===== config.mk =====
export PLATFORM = sky130hd
export DESIGN_NAME = pap_ctrl
export DESIGN_NICKNAME = d
export VERILOG_FILES = /design/src/pap_pkg.sv /design/src/pap_ctrl.sv
export VERILOG_INCLUDE_DIRS = /design/src /design/src/src
export SDC_FILE = /design/constraint.sdc
export NUM_CORES = 1
export LEC_CHECK = 0
export ABC_AREA = 1
export BUFFER_PORTS_ARGS = -buffer_cell sky130_fd_sc_hd__buf_2
export CAP_MARGIN = 20
export CORE_AREA = 2 2 39 41
export CTS_CLUSTER_DIAMETER = 100
export DETAILED_ROUTE_END_ITERATION = 8
export DIE_AREA = 0 0 41 43
export PLACE_DENSITY = 0.55
export SYNTH_ARGS = -nofsm -noshare
export SYNTH_HDL_FRONTEND = slang
export SYNTH_SLANG_ARGS = --single-unit

===== constraint.sdc =====
create_clock -name clk -period 1.2 [get_ports clk]
set_input_delay 0 -clock clk [delete_from_list [all_inputs] [get_ports clk]]
set_output_delay 0 -clock clk [all_outputs]
set_load 0.01 [all_outputs]

===== src/preferential_attachment_picker_macros.svh =====
// Assertion macros shared by the preferential attachment picker modules.
// Each macro expects signals named clk and rst in the module that uses it.
`ifndef PREFERENTIAL_ATTACHMENT_PICKER_MACROS_SVH
`define PREFERENTIAL_ATTACHMENT_PICKER_MACROS_SVH

`ifndef SYNTHESIS

`define PAP_ASSERT(lbl, prop, msg) \
  lbl: assert property (@(posedge clk) disable iff (rst) prop) else $error(msg);

`define PAP_ASSERT_NEXT(lbl, cond, prop, msg) \
  lbl: assert property (@(posedge clk) disable iff (rst) cond |=> prop) else $error(msg);

`else

`define PAP_ASSERT(lbl, prop, msg)

`define PAP_ASSERT_NEXT(lbl, cond, prop, msg)

`endif

`endif


===== src/pap_pkg.sv =====
// Package for the preferential attachment picker: field widths, register indexes,
// payload structs and the command and status structs between controller and datapath.
// No dependencies.
package pap_pkg;

  localparam int DEF_MAX_NODES = 1024;
  localparam int DEF_MAX_LINKS = 16;

  localparam int NODE_FIELD_W = 10;
  localparam int NODE_COUNT_W = 11;
  localparam int LINKS_W      = 5;
  localparam int DEG_W        = 16;
  localparam int WORD_W       = 32;
  localparam int CFG_DATA_W   = 11;
  localparam int CFG_INDEX_W  = 1;

  localparam logic [NODE_COUNT_W-1:0] NODE_COUNT_RESET = 11'd1000;
  localparam logic [LINKS_W-1:0]      LINKS_RESET      = 5'd10;

  localparam logic [CFG_INDEX_W-1:0] REG_NODE_COUNT = 1'd0;
  localparam logic [CFG_INDEX_W-1:0] REG_LINKS      = 1'd1;

  localparam logic KIND_RESTART = 1'b0;
  localparam logic KIND_DRAW    = 1'b1;

  typedef struct packed {
    logic              kind;
    logic [WORD_W-1:0] random_word;
  } pap_item_t;

  typedef struct packed {
    logic [NODE_FIELD_W-1:0] new_node;
    logic [NODE_FIELD_W-1:0] target_node;
    logic                    last_link_of_node;
    logic                    finished;
  } pap_result_t;

  typedef struct packed {
    logic load_item;
    logic core_init;
    logic core_write;
    logic walk_init;
    logic walk_issue;
    logic walk_acc;
    logic wr_target;
    logic wr_grow;
    logic emit_edge;
    logic emit_finished;
  } pap_cmd_t;

  typedef struct packed {
    logic is_draw;
    logic no_core;
    logic finished;
    logic core_done;
    logic walk_hit;
  } pap_status_t;

endpackage


===== src/pap_ctrl.sv =====
// Controller state machine for the preferential attachment picker.
// Depends on pap_pkg and the assertion macro header.
`include "preferential_attachment_picker_macros.svh"

module pap_ctrl (
  input  logic                clk,
  input  logic                rst,
  input  logic                start,
  output logic                busy,
  input  pap_pkg::pap_status_t status,
  output pap_pkg::pap_cmd_t    cmd
);

  localparam logic [2:0] S_IDLE    = 3'd0;
  localparam logic [2:0] S_DECODE  = 3'd1;
  localparam logic [2:0] S_CORE    = 3'd2;
  localparam logic [2:0] S_FILL    = 3'd3;
  localparam logic [2:0] S_WALK    = 3'd4;
  localparam logic [2:0] S_WR_TGT  = 3'd5;
  localparam logic [2:0] S_WR_GROW = 3'd6;

  logic [2:0] state;
  logic [2:0] state_next;

  assign busy = (state != S_IDLE);

  always_comb begin
    cmd        = '0;
    state_next = state;
    case (state)
      S_IDLE: begin
        if (start) begin
          cmd.load_item = 1'b1;
          state_next    = S_DECODE;
        end
      end
      S_DECODE: begin
        if (!status.is_draw) begin
          cmd.core_init = 1'b1;
          state_next    = S_CORE;
        end else if (status.no_core) begin
          state_next = S_IDLE;
        end else if (status.finished) begin
          cmd.emit_finished = 1'b1;
          state_next        = S_IDLE;
        end else begin
          cmd.walk_init = 1'b1;
          state_next    = S_FILL;
        end
      end
      S_CORE: begin
        cmd.core_write = 1'b1;
        if (status.core_done) begin
          state_next = S_IDLE;
        end
      end
      S_FILL: begin
        cmd.walk_issue = 1'b1;
        state_next     = S_WALK;
      end
      S_WALK: begin
        cmd.walk_issue = 1'b1;
        cmd.walk_acc   = 1'b1;
        if (status.walk_hit) begin
          state_next = S_WR_TGT;
        end
      end
      S_WR_TGT: begin
        cmd.wr_target = 1'b1;
        state_next    = S_WR_GROW;
      end
      S_WR_GROW: begin
        cmd.wr_grow   = 1'b1;
        cmd.emit_edge = 1'b1;
        state_next    = S_IDLE;
      end
      default: begin
        state_next = S_IDLE;
      end
    endcase
  end

  always_ff @(posedge clk) begin
    if (rst) begin
      state <= S_IDLE;
    end else begin
      state <= state_next;
    end
  end

  `PAP_ASSERT_NEXT(a_accept_busy, start && !busy, busy, "Accepted item did not raise busy")
  `PAP_ASSERT(a_one_action, $onehot0({cmd.core_init, cmd.walk_init, cmd.emit_finished, cmd.emit_edge}), "Conflicting controller commands")
  `PAP_ASSERT_NEXT(a_wr_order, cmd.wr_target, cmd.wr_grow && cmd.emit_edge, "Target write not followed by growing node write")

endmodule


# Yosys cells after proc, flatten, opt, wreduce, memory -nomap -nowiden
# Index checks and enable logic that the tools add are counted.
# word_totals
reg_bits	3
inputBits	8
output_inout_bits	11
# classes
n_eq_ne	9
mux	24
n_reduce_logical	4
# op_table
cell	count
$pmux W3 S6	1
$mux W1	16
$mux W3	5
$eq A3 B3 Y1 const B	3
$eq A3 B2 Y1 const B	2
$ne A2 B2 Y1 const B	3
$mux W2	2
$eq A3 B1 Y1 const B	1
$logic_not A3 Y1	1
$reduce_and A3 Y1	1
$reduce_bool A3 Y1	1
$reduce_or A2 Y1	1

# Logic depth before layout (Yosys ltp)
# depth
ltp_word	4
mapped_depth	7
ltp_nobuf	7

# Worst setup path after synthesis
# Ideal clock, no wire load.
# synth_timing
kind	register -> output
start	register state[2]
end	output port cmd[2] (netlist bit)
arrival_time_ns	0.991
slack_ns	0.209
stages_incl_launch_ff	4
n_path_buf	1
path_cell_list	dfxtp_1 inv_2 nor3_1 buf_4
# synth_lines
item	line	text
from (decl)	pap_ctrl.sv:22	logic [2:0] state;
from (signal assigned)	pap_ctrl.sv:87	state <= state_next;
to (decl)	pap_ctrl.sv:11	output pap_pkg::pap_cmd_t cmd

==> results.md <==
- RR Startpoint: state[1]$_SDFFE_PP0P_
- # H-tree levels: 1
- WL per Instance: 7.96 um
- First-pass GRT wire length: 993 um
- Hold slack: 106 ps
- I/O pins: 19
- Antenna Violating Nets Remaining: 0
- Hold Path End: state[1]$_SDFFE_PP0P_
- Fin util: 30.1%
- Share of layout cells above drive strength 1: 44.9%
- Pwr per Cell Area: 1090 nW/um2
- # fillers: 168
- Avg Cell Area, Syn: 5.63 um2
- CP Class: flop to output pin
- Worst r2r path cells: 7
- Max Cap Viol: 0
- Routability cong.: 0.755
- Fin crit period: 1130 ps
- Initial antenna violation count: 0
- Final Cycle Share: 93.8%
- Synth top area share: 23.2%
- Max Clk Rate: 0.889 GHz
- Nets: 78
- Worst EP arrival: 1130 ps
- Area Growth Syn to Fin: 60.9%
- CTS Buffer Depth: 2
- Reg with most FFs: state
- Peak VDD IR: 0.000463 V
- Initial drt markers: 11
- Total gr overflow: 0
- Die width: 41 um
- Reg2Reg Setup Slack: 210 ps
- Die area: 1760 um2
- Core area: 1380 um2
- Worst reg2reg endpoint: state[0]$_SDFFE_PP0P_
- Initial Util: 18.7%
- Pleak: 0.252 nW
- Startpoint Class: flop
- Fin. Hold Viols: 0
- CTS root buffer: clkbuf_4
- Setup TNS: 0 ps
- Count leader, synth: inv_1
- RSZ-0062 raised after global routing: true
- YS warnings: 0
- Yosys reg bits: 3
- Worst slack at placement: 208 ps
- Power, Total: 455 uW
- Max reg flops: 3
- Main synth FF type: dfxtp_1
- Dominant cell type by area after synthesis: dfxtp_1
- Via/cell ratio: 4.12
- Total track usage: 8.43%
- Worst Setup SP: state[1]$_SDFFE_PP0P_
- Worst skew pair latency: 230 ps
- Max Slew Vio Count: 0
- Count of clock tree sinks: 3
- Relative slew slack: 85.3%
- Distinct cells, synth: 14
- # diodes: 0
- Sequential area share after synthesis: 23.2%
- Hold path start: status[1]
- Post-Syn Nets: 54
- Drt pass-1 iters: 4
- Commonest cells post-synth: 10 x inv_1, 8 x nor2_1, 7 x nand3_1
- CP Capture Type: output pin
- Final wirelength: 677 um
- Worst Setup Slack, final: 74.9 ps
- Cells after Synth: 46
- Setup violators final: 0
- Async SR Flop Fraction: 0%
- DR vias: 350
- Worst slew pin tran: 218 ps
- Post-DP HPWL: 548 um
- Die Height: 43 um
- EDFF count, synth: 0
- CTS buffer count: 3
- HP Class: primary input to flop
- Largest net degree at the start of global routing: 10
- Clk_skew: 3.15 ps
- Vias in the first global route: 265
- Row count: 14
- Reg clk slew, reported paths: 30 ps
- CTS tree: done
- Max FO, Critical Path: 4
- Hold Path Stages: 4
- Largest registers: state (3)
- Status: completed
- Top cells by area, synth: dfxtp_1 23%, inv_1 14%, nand3_1 14%
- Data required, critical path: 1200 ps
- Input/output buffers: 18
- Synthesized cell area: 259 um2
- # DRC: 0
## final cells by class
| cell class | count | area [um2] | area share, % |
|---|---|---|---|
| Multi-Input combinational cell | 30 | 151 | 36.3 |
| Timing Repair Buffer | 20 | 108 | 25.8 |
| Sequential cell | 3 | 66.3 | 15.9 |
| Inverter | 12 | 45.0 | 10.8 |
| Clock buffer | 4 | 26.3 | 6.31 |
| Tap cell | 16 | 20.0 | 4.80 |
## cell families after synthesis
logic type	after synthesis	synth area share, %
buf+inv	13	20.3
compound gates	3	5.80
flops	3	23.2
simple gates	27	50.7
## per-stage QoR
stage                     cell area, um2  cells
final                                417     85
after global routing                 417     85
after CTS                            399     84
after detailed placement             362     79
after global placement               362     79
after floorplan                      259     46
## power breakdown
group,total (mW),internal [mW],switching [mW]
registers,0.131,0.114,0.0169
clock network,0.173,0.124,0.0484
logic,0.152,0.0638,0.0878
## metal layers
metal  global-route usage (%)  wire length (um)
met5                        0                 0
met2                     11.3               303
met1                     10.6               302
met4                     4.00                 0
met3                     4.71                70
## critical path, cell delays in order, from the launching register on
cell and delay [ps]:
dfxtp_2 320, inv_2 80, nand2_2 70, nor2_4 90, inv_1 60, nor4_2 110, buf_2 160
## worst max path at each step
stage | slack [ps] | endpoint
2_1_floorplan | 210 | cmd[2]
3_3_place_gp | 210 | cmd[0]
3_5_place_dp | 210 | cmd[0]
4_1_cts | 6 | cmd[0]
5_1_grt | -40 | cmd[0]
6_report | 70 | cmd[0]
## layout by cell type (no fill, tap or decap), drive strengths merged
master,n
buf,19
dfxtp,3
nor2,10
nand3,7
nor4,1
nand2,6
o21ai,1
nand4,1
clkbuf,4
dlygate4sd3,1
inv,12
nor3,2
a21oi,2
## repair_timing
| item | in CTS | in global routing |
|---|---|---|
| buffers inserted | 0 | 1 |
| hold endpoints to repair | 2 | 0 |
| endpoints found under the setup margin | 1 | 5 |
| resized for setup | 1 | 4 |
| hold buffers | 1 | 0 |
No activity file was read; power rests on OpenSTA's default activity.
